--- config.mk ---
export PLATFORM = sky130hd
export DESIGN_NAME = tick_task_scheduler
export DESIGN_NICKNAME = d
export VERILOG_FILES = /design/src/rtl/core/tts_pkg.sv /design/src/rtl/core/tick_task_scheduler.sv /design/src/rtl/core/tts_datapath.sv /design/src/rtl/core/tts_ctrl.sv
export SDC_FILE = /design/constraint.sdc
export NUM_CORES = 1
export LEC_CHECK = 0
export ABC_AREA = 1
export BUFFER_PORTS_ARGS = -buffer_cell sky130_fd_sc_hd__buf_4
export CAP_MARGIN = 20
export CELL_PAD_IN_SITES_DETAIL_PLACEMENT = 0
export CELL_PAD_IN_SITES_GLOBAL_PLACEMENT = 1
export CORE_UTILIZATION = 49
export CTS_CLUSTER_DIAMETER = 50
export DETAILED_ROUTE_END_ITERATION = 8
export GPL_ROUTABILITY_DRIVEN = 0
export PLACE_DENSITY_LB_ADDON = 0.25
export SETUP_SLACK_MARGIN = 0.15
export SYNTH_ARGS = -nofsm -noshare
export SYNTH_HDL_FRONTEND = slang
export SYNTH_SLANG_ARGS = --single-unit
--- constraint.sdc ---
create_clock -name clk -period 4.2 [get_ports clk]
set_input_delay 0 -clock clk [delete_from_list [all_inputs] [get_ports clk]]
set_output_delay 0 -clock clk [all_outputs]
set_load 0.02 [all_outputs]
--- src/rtl/core/tts_pkg.sv ---
// Shared types and constants for the tick task scheduler.
`timescale 1ns / 1ps
`default_nettype none

package tts_pkg;

  // Task slots, the width of a slot number and the width of a counter
  localparam int TASK_COUNT = 8;
  localparam int IDX_W      = 3;
  localparam int CNT_W      = 16;

  // Command codes carried by an input transaction
  typedef enum logic [1:0] {
    CMD_TICK     = 2'd0,
    CMD_ADD      = 2'd1,
    CMD_DISPATCH = 2'd2
  } cmd_t;

  // Controller states
  typedef enum logic [1:0] {
    ST_IDLE,
    ST_TICK_WALK,
    ST_DISP_WALK,
    ST_DISP_EMPTY
  } state_t;

  // Commands from controller to datapath
  typedef struct packed {
    logic add_en;      // program the slot named by the input transaction
    logic slot_load;   // start a walk at the highest slot
    logic slot_dec;    // advance the walk to the next lower slot
    logic tick_upd;    // count down the current slot
    logic disp_take;   // report the current slot and clear its flag
    logic empty_emit;  // report that nothing was ready
  } ctl_t;

  // Status from datapath to controller
  typedef struct packed {
    logic any_pending;   // some task is ready
    logic slot_pending;  // current slot is ready
    logic slot_last;     // no ready task below the current slot
    logic slot_zero;     // walk is at the lowest slot
    logic out_free;      // output register can take a result this cycle
  } stat_t;

endpackage

`default_nettype wire

--- src/rtl/core/tick_task_scheduler.sv ---
// Top level of the tick task scheduler: controller plus task datapath.
// Add: written while idle; the next transaction can follow in the next cycle.
// Tick: the walker visits one task slot per cycle; input stalls until it passes slot 0.
// Dispatch: decoded while idle, then one slot per cycle (up to 8), but a ready slot
//   waits while the output register is busy; each take is reported the cycle after.
// Synchronous active-low reset clears all counters, intervals and ready flags at once.
`timescale 1ns / 1ps
`default_nettype none

module tick_task_scheduler (
  input  wire logic                      clk,
  input  wire logic                      rst_n,
  input  wire logic                      in_valid,
  output logic                           in_stall,
  input  wire logic [1:0]                in_cmd,
  input  wire logic [tts_pkg::IDX_W-1:0] in_task_index,
  input  wire logic [tts_pkg::CNT_W-1:0] in_start_count,
  input  wire logic [tts_pkg::CNT_W-1:0] in_reload_interval,
  output logic                           out_valid,
  input  wire logic                      out_stall,
  output logic [tts_pkg::IDX_W-1:0]      out_ready_task,
  output logic                           out_is_ready,
  output logic                           out_last
);

  tts_pkg::ctl_t  ctl;
  tts_pkg::stat_t stat;

  tts_ctrl u_ctrl (
    .clk      (clk),
    .rst_n    (rst_n),
    .in_valid (in_valid),
    .in_cmd   (in_cmd),
    .in_stall (in_stall),
    .stat     (stat),
    .ctl      (ctl)
  );

  tts_datapath u_datapath (
    .clk                (clk),
    .rst_n              (rst_n),
    .ctl                (ctl),
    .stat               (stat),
    .in_task_index      (in_task_index),
    .in_start_count     (in_start_count),
    .in_reload_interval (in_reload_interval),
    .out_stall          (out_stall),
    .out_valid          (out_valid),
    .out_ready_task     (out_ready_task),
    .out_is_ready       (out_is_ready),
    .out_last           (out_last)
  );

endmodule

`default_nettype wire

--- src/rtl/core/tts_datapath.sv ---
// Task counters, reload intervals, ready flags, slot walker and output register.
`timescale 1ns / 1ps
`default_nettype none

module tts_datapath (
  input  wire logic                         clk,
  input  wire logic                         rst_n,
  input  wire tts_pkg::ctl_t                ctl,
  output tts_pkg::stat_t                    stat,
  input  wire logic [tts_pkg::IDX_W-1:0]    in_task_index,
  input  wire logic [tts_pkg::CNT_W-1:0]    in_start_count,
  input  wire logic [tts_pkg::CNT_W-1:0]    in_reload_interval,
  input  wire logic                         out_stall,
  output logic                              out_valid,
  output logic [tts_pkg::IDX_W-1:0]         out_ready_task,
  output logic                              out_is_ready,
  output logic                              out_last
);

  logic [tts_pkg::CNT_W-1:0]      countdown_r [tts_pkg::TASK_COUNT];
  logic [tts_pkg::CNT_W-1:0]      interval_r  [tts_pkg::TASK_COUNT];
  logic [tts_pkg::TASK_COUNT-1:0] pending_r;
  logic [tts_pkg::IDX_W-1:0]      slot_r;
  logic [tts_pkg::IDX_W-1:0]      slot_nxt;
  logic                           out_valid_r;
  logic [tts_pkg::IDX_W-1:0]      out_task_r;
  logic                           out_ready_r;
  logic                           out_last_r;
  logic [tts_pkg::CNT_W-1:0]      cur_cnt;
  logic [tts_pkg::CNT_W-1:0]      cur_dec;
  logic                           lower_pending;
  logic                           add_hit;

  // Walk position
  always_comb begin
    slot_nxt = slot_r;
    if (ctl.slot_load) begin
      slot_nxt = tts_pkg::IDX_W'(tts_pkg::TASK_COUNT - 1);
    end else if (ctl.slot_dec) begin
      slot_nxt = slot_r - tts_pkg::IDX_W'(1);
    end
  end

  always_ff @(posedge clk) begin
    slot_r <= slot_nxt;
  end

  // Current slot countdown and ready flags below the walk position
  assign cur_cnt = countdown_r[slot_r];
  assign cur_dec = cur_cnt - tts_pkg::CNT_W'(1);
  assign add_hit = ctl.add_en && (int'(in_task_index) < tts_pkg::TASK_COUNT);

  always_comb begin
    lower_pending = 1'b0;
    for (int i = 0; i < tts_pkg::TASK_COUNT; i++) begin
      if (pending_r[i] && (tts_pkg::IDX_W'(i) < slot_r)) begin
        lower_pending = 1'b1;
      end
    end
  end

  // Task table: add writes one slot, tick and dispatch touch the walked slot
  always_ff @(posedge clk) begin
    if (!rst_n) begin
      for (int i = 0; i < tts_pkg::TASK_COUNT; i++) begin
        countdown_r[i] <= '0;
        interval_r[i]  <= '0;
      end
      pending_r <= '0;
    end else begin
      if (add_hit) begin
        countdown_r[in_task_index] <= in_start_count;
        interval_r[in_task_index]  <= in_reload_interval;
        pending_r[in_task_index]   <= 1'b0;
      end
      if (ctl.tick_upd && (cur_cnt != '0)) begin
        if (cur_dec == '0) begin
          countdown_r[slot_r] <= interval_r[slot_r];
          pending_r[slot_r]   <= 1'b1;
        end else begin
          countdown_r[slot_r] <= cur_dec;
        end
      end
      if (ctl.disp_take) begin
        pending_r[slot_r] <= 1'b0;
      end
    end
  end

  // Output register: load a result, drop it once taken
  always_ff @(posedge clk) begin
    if (!rst_n) begin
      out_valid_r <= 1'b0;
    end else if (ctl.disp_take || ctl.empty_emit) begin
      out_valid_r <= 1'b1;
    end else if (!out_stall) begin
      out_valid_r <= 1'b0;
    end
  end

  always_ff @(posedge clk) begin
    if (ctl.disp_take) begin
      out_task_r  <= slot_r;
      out_ready_r <= 1'b1;
      out_last_r  <= !lower_pending;
    end else if (ctl.empty_emit) begin
      out_task_r  <= '0;
      out_ready_r <= 1'b0;
      out_last_r  <= 1'b1;
    end
  end

  // Status to the controller
  assign stat.any_pending  = |pending_r;
  assign stat.slot_pending = pending_r[slot_r];
  assign stat.slot_last    = !lower_pending;
  assign stat.slot_zero    = (slot_r == '0);
  assign stat.out_free     = !out_valid_r || !out_stall;

  assign out_valid      = out_valid_r;
  assign out_ready_task = out_task_r;
  assign out_is_ready   = out_ready_r;
  assign out_last       = out_last_r;

endmodule

`default_nettype wire

--- src/rtl/core/tts_ctrl.sv ---
// Controller state machine: decodes commands and sequences slot walks.
`timescale 1ns / 1ps
`default_nettype none

module tts_ctrl (
  input  wire logic                 clk,
  input  wire logic                 rst_n,
  input  wire logic                 in_valid,
  input  wire logic [1:0]           in_cmd,
  output logic                      in_stall,
  input  wire tts_pkg::stat_t       stat,
  output tts_pkg::ctl_t             ctl
);

  tts_pkg::state_t state_r;
  tts_pkg::state_t state_nxt;

  always_ff @(posedge clk) begin
    if (!rst_n) begin
      state_r <= tts_pkg::ST_IDLE;
    end else begin
      state_r <= state_nxt;
    end
  end

  // Next state
  always_comb begin
    state_nxt = state_r;
    case (state_r)
      tts_pkg::ST_IDLE: begin
        if (in_valid) begin
          case (in_cmd)
            tts_pkg::CMD_TICK:     state_nxt = tts_pkg::ST_TICK_WALK;
            tts_pkg::CMD_DISPATCH: begin
              state_nxt = stat.any_pending ? tts_pkg::ST_DISP_WALK
                                           : tts_pkg::ST_DISP_EMPTY;
            end
            default:               state_nxt = tts_pkg::ST_IDLE;
          endcase
        end
      end
      tts_pkg::ST_TICK_WALK: begin
        if (stat.slot_zero) begin
          state_nxt = tts_pkg::ST_IDLE;
        end
      end
      tts_pkg::ST_DISP_WALK: begin
        if (stat.slot_pending && stat.out_free && stat.slot_last) begin
          state_nxt = tts_pkg::ST_IDLE;
        end
      end
      tts_pkg::ST_DISP_EMPTY: begin
        if (stat.out_free) begin
          state_nxt = tts_pkg::ST_IDLE;
        end
      end
      default: state_nxt = tts_pkg::ST_IDLE;
    endcase
  end

  // Outputs
  always_comb begin
    ctl      = '0;
    in_stall = 1'b1;
    case (state_r)
      tts_pkg::ST_IDLE: begin
        in_stall = 1'b0;
        if (in_valid) begin
          case (in_cmd)
            tts_pkg::CMD_TICK:     ctl.slot_load = 1'b1;
            tts_pkg::CMD_ADD:      ctl.add_en    = 1'b1;
            tts_pkg::CMD_DISPATCH: ctl.slot_load = 1'b1;
            default:               ctl           = '0;
          endcase
        end
      end
      tts_pkg::ST_TICK_WALK: begin
        ctl.tick_upd = 1'b1;
        ctl.slot_dec = 1'b1;
      end
      tts_pkg::ST_DISP_WALK: begin
        if (stat.slot_pending) begin
          if (stat.out_free) begin
            ctl.disp_take = 1'b1;
            ctl.slot_dec  = 1'b1;
          end
        end else begin
          ctl.slot_dec = 1'b1;
        end
      end
      tts_pkg::ST_DISP_EMPTY: begin
        ctl.empty_emit = stat.out_free;
      end
      default: ctl = '0;
    endcase
  end

  // A dispatch walk always has a ready task at or below its position
  a_walk_has_pending: assert property (@(posedge clk) disable iff (!rst_n)
    (state_r == tts_pkg::ST_DISP_WALK) |-> stat.any_pending)
    else $error("dispatch walk with no ready task");

  // Results are only loaded into a free output register
  a_load_when_free: assert property (@(posedge clk) disable iff (!rst_n)
    (ctl.disp_take || ctl.empty_emit) |-> stat.out_free)
    else $error("result loaded over an unaccepted result");

  // Only ready slots are reported
  a_take_pending: assert property (@(posedge clk) disable iff (!rst_n)
    ctl.disp_take |-> stat.slot_pending)
    else $error("reported a slot that is not ready");

  // A tick walk ends after the lowest slot
  a_tick_ends: assert property (@(posedge clk) disable iff (!rst_n)
    (state_r == tts_pkg::ST_TICK_WALK && stat.slot_zero) |=> (state_r == tts_pkg::ST_IDLE))
    else $error("tick walk did not end at the lowest slot");

endmodule

`default_nettype wire

==> results.rst <==
.. list-table::
   :header-rows: 1

   * - Metric
     - Value
   * - Number of unique standard cell types used by synthesis
     - 44
   * - Final hold slack
     - 0.0113 ns
   * - Endpoint class of the critical path
     - flip-flop
   * - Setup repair after global routing missed its margin
     - false
   * - Starting density of the core
     - 0.499
   * - Die H
     - 173 microns
   * - Layout cells sized above 1
     - 0.131
   * - Crit-path most repeated cell
     - nand3_1
   * - Slowest stage cell on the critical path
     - dfxtp_4
   * - Upper clock frequency limit
     - 0.272 GHz
   * - Routed vias
     - 11100
   * - Clock sink count
     - 278
   * - Total length of routed wires
     - 38.6 mm
   * - Worst-margin pin slew
     - 0.848 ns
   * - Worst-case setup margin in the final layout
     - 0.523 ns
   * - Port Buffer Count
     - 47
   * - Post-DR vias/cell
     - 5.36
   * - Category of the worst setup path launch point
     - flip-flop
   * - Combined buffer and inverter count along the critical path
     - 1
   * - Number of pins exceeding their max-slew limit in the final report
     - 0
   * - Final number of setup-violating endpoints
     - 0
   * - Post-route cell area
     - 0.0163 sq mm
   * - Detailed-router iteration count before antenna repair
     - 5
   * - Clock edge transition at the registers on the reported setup and hold paths
     - 0.06 ns
   * - Number of H-tree branching levels
     - 2
   * - Total Negative Setup Slacks
     - 0 ns
   * - Clock period minus worst slack
     - 3.68 ns
   * - Clock Skew
     - 0.0207 ns
   * - Synthesis Warnings
     - 0
   * - Crit path required time
     - 4.44 ns
   * - Total stage count of the critical path
     - 17
   * - CTS tree
     - yes
   * - Maxcap violations
     - 0
   * - Number of cells traversed by the worst hold path
     - 5
   * - Worst-skew pair later-pin latency
     - 0.52 ns
   * - Worst ir drop on vdd
     - 324 uV
   * - Multi-input logic area
     - 0.00510 sq mm
   * - Leading cell type in the layout, fill and taps excluded
     - nor2_1
   * - Top_reg_cell synth
     - edfxtp_1
   * - Power Total
     - 9.44 mW
   * - Row cnt
     - 62
   * - Clk root buf
     - clkbuf_16
   * - Chip width
     - 173 microns
   * - Area growth syn-to-layout
     - 13.3%
   * - Total of fill cells in the finished design
     - 2566
   * - Share of synthesized flip-flops with an asynchronous set or reset
     - 0
   * - Initial drt markers
     - 953
   * - Final Net Count
     - 1719
   * - Worst slew margin relative to its limit
     - 0.434
   * - Flip-flop and latch count after synthesis
     - 278
   * - Core region area
     - 0.0288 sq mm
   * - Post-route fraction of the period consumed by the critical path
     - 0.876
   * - Maximum fanout along the worst path
     - 63
   * - Count of unresolved DRC violations after routing
     - 0
   * - Post-route antenna net violation count
     - 0
   * - Largest net degree at the start of global routing
     - 65
   * - Placed Cells
     - 1989
   * - Final Hold Violating Endpoints
     - 0
   * - Combined global-route utilization of all metal layers
     - 0.261
   * - Critical Path AT
     - 3.92 ns
   * - Delay of the slowest critical-path stage
     - 0.41 ns
   * - Count of inserted antenna diode cells
     - 0
   * - Number of synthesized flops with an enable pin
     - 260
   * - Result of the run
     - finished clean
   * - Most frequent cells in the layout
     - nor2_1, nand2_1, edfxtp_1, inv_1, nand3_1
   * - Non-filler instance count after layout
     - 2077
   * - Post-detailed-route wirelength per cell
     - 18.6 microns
   * - Critical path, cell by cell
     - inv_6, nand2_1, nand3_1, nand3_1, nand2_1, ha_1, nand3_1, nor2_2, nand3_1, nand2_1, nand2_2, nor2_4, nand3_4, nand2_2, nor2_1, nor2_2, nor2_1
   * - Area of the mapped netlist
     - 0.0144 sq mm
   * - Category of the critical setup timing path
     - reg -> reg
   * - Class of the tightest hold or removal check
     - in -> reg
   * - Total CTS buffers
     - 34
   * - I/O Pins
     - 48
   * - Initial antenna violation count
     - 0
   * - Pre-CTS setup slack
     - 0.498 ns
   * - Reg area
     - 0.00817 sq mm
   * - Number of buffers on the longest clock path
     - 3
   * - Estimated wirelength of the detail-placed design
     - 24.2 mm
   * - Reg2Reg Depth
     - 17
   * - Largest delay share family, worst path
     - simple AND/OR/NAND/NOR gates
   * - Vias in the first global route
     - 10700
   * - Leakage
     - 6.87 nW
   * - Number of standard cells after synthesis
     - 1607
   * - Overall overflow remaining after global route
     - 0
   * - Per-instance average area after synthesis
     - 8.95 sq um
   * - Portion of the post-synthesis area used by sequential elements
     - 0.568
   * - Final cell utilization of the core
     - 0.566
   * - Wire length of the first global-routing pass
     - 59.8 mm
   * - Die area
     - 0.0300 sq mm
   * - Power density over cell area
     - 580 mW/mm^2
   * - Net count of the mapped netlist
     - 1658
   * - DP Area
     - 0.0150 sq mm
-- state kept, by name, indices dropped and copies added (netlist names), named ones only --
name and cells:
u_datapath.countdown_r 128, u_datapath.interval_r 128, u_datapath.pending_r 8, u_datapath.slot_r 3, u_datapath.out_is_ready 1, u_datapath.out_ready_task 3, u_ctrl.state_r 2, u_datapath.out_last 1
u_datapath.out_valid 1
-- metal layers --
layer  up-vias  GRT usage  routed length [microns]
met5         -          0                        0
met4         0     0.0867                     1030
met3        63     0.0349                     2280
met2       338      0.442                    18700
met1      5325      0.345                    16600
li1       5411          -                        -
-- cell usage after synthesis (4+ instances only) --
| library cell | n | area [sq um] |
|---|---|---|
| nor2_1 | 343 | 1290 |
| nand2_1 | 332 | 1250 |
| edfxtp_1 | 260 | 7810 |
| inv_1 | 160 | 601 |
| nand3_1 | 105 | 526 |
| o21ai_0 | 84 | 420 |
| clkbuf_1 | 39 | 146 |
| a21oi_1 | 38 | 190 |
| o22ai_1 | 20 | 125 |
| dfxtp_1 | 18 | 360 |
| buf_6 | 17 | 191 |
| nand2_2 | 16 | 100 |
| nor2_2 | 16 | 100 |
| nand4_1 | 15 | 93.8 |
| buf_2 | 13 | 65.1 |
| nor2_4 | 13 | 146 |
| o221ai_1 | 13 | 114 |
| o21ai_2 | 11 | 96.3 |
| ha_1 | 10 | 125 |
| inv_2 | 10 | 37.5 |
| or2_2 | 10 | 62.6 |
| nand2_4 | 9 | 101 |
| o21ai_1 | 9 | 45.0 |
| buf_4 | 6 | 45.0 |
| o21a_1 | 6 | 45.0 |
| nand3b_1 | 5 | 37.5 |
| a32o_1 | 4 | 40.0 |
-- cell type report --
cell class / instances / area share
Timing Repair Buffer: 103 / 0.0525
Inverter: 172 / 0.0399
Tap cell: 384 / 0.0295
Multi-Input combinational cell: 1079 / 0.313
Clock inverter: 20 / 0.00753
Clock buffer: 41 / 0.0558
Sequential cell: 278 / 0.502
-- worst paths after layout --
kind / start / end / slack (ns)
min: in_task_index[1] / u_datapath.pending_r[1] / 0.01
max: flip-flop / u_datapath.countdown_r[0][6] / 0.52
max reg2reg: flip-flop / u_datapath.countdown_r[0][6] / 0.52
min reg2reg: u_datapath.out_is_ready / u_datapath.out_is_ready / 0.48
-- kinds of logic after synthesis --
logic type / synth area share
DFF: 0.568
buffers and inverters: 0.0772
AOI/OAI and AO/OA: 0.0796
and+or+nand+nor: 0.266
xor gates and xnor gates: 0.000609
adders and majority gates: 0.00870
-- power breakdown --
group	switching (mW)	internal (mW)	leakage, nW
Sequential	0.102	3.21	2.83
Clock	1.15	1.55	0.502
Combinational	2.44	0.992	3.54
-- what timing repair did --
item / CTS / global route
hold buffers: 26 / 0
endpoints found under the setup margin: 0 / 32
endpoints found under the hold margin: 157 / 0
setup buffers: 0 / 1
resized for setup: 0 / 0
-- worst reg2reg max path: stages (launching register included) --
cell and delay [ns]:
dfxtp_4 0.41, inv_6 0.38, nand2_1 0.13, nand3_1 0.09, nand3_1 0.09, nand2_1 0.20, ha_1 0.22, nand3_1 0.19
nor2_2 0.21, nand3_1 0.09, nand2_1 0.11, nand2_2 0.07, nor2_4 0.22, nand3_4 0.29, nand2_2 0.25, nor2_1 0.08
nor2_2 0.31, nor2_1 0.07
Note: power is estimated with default switching activity, not from simulation.
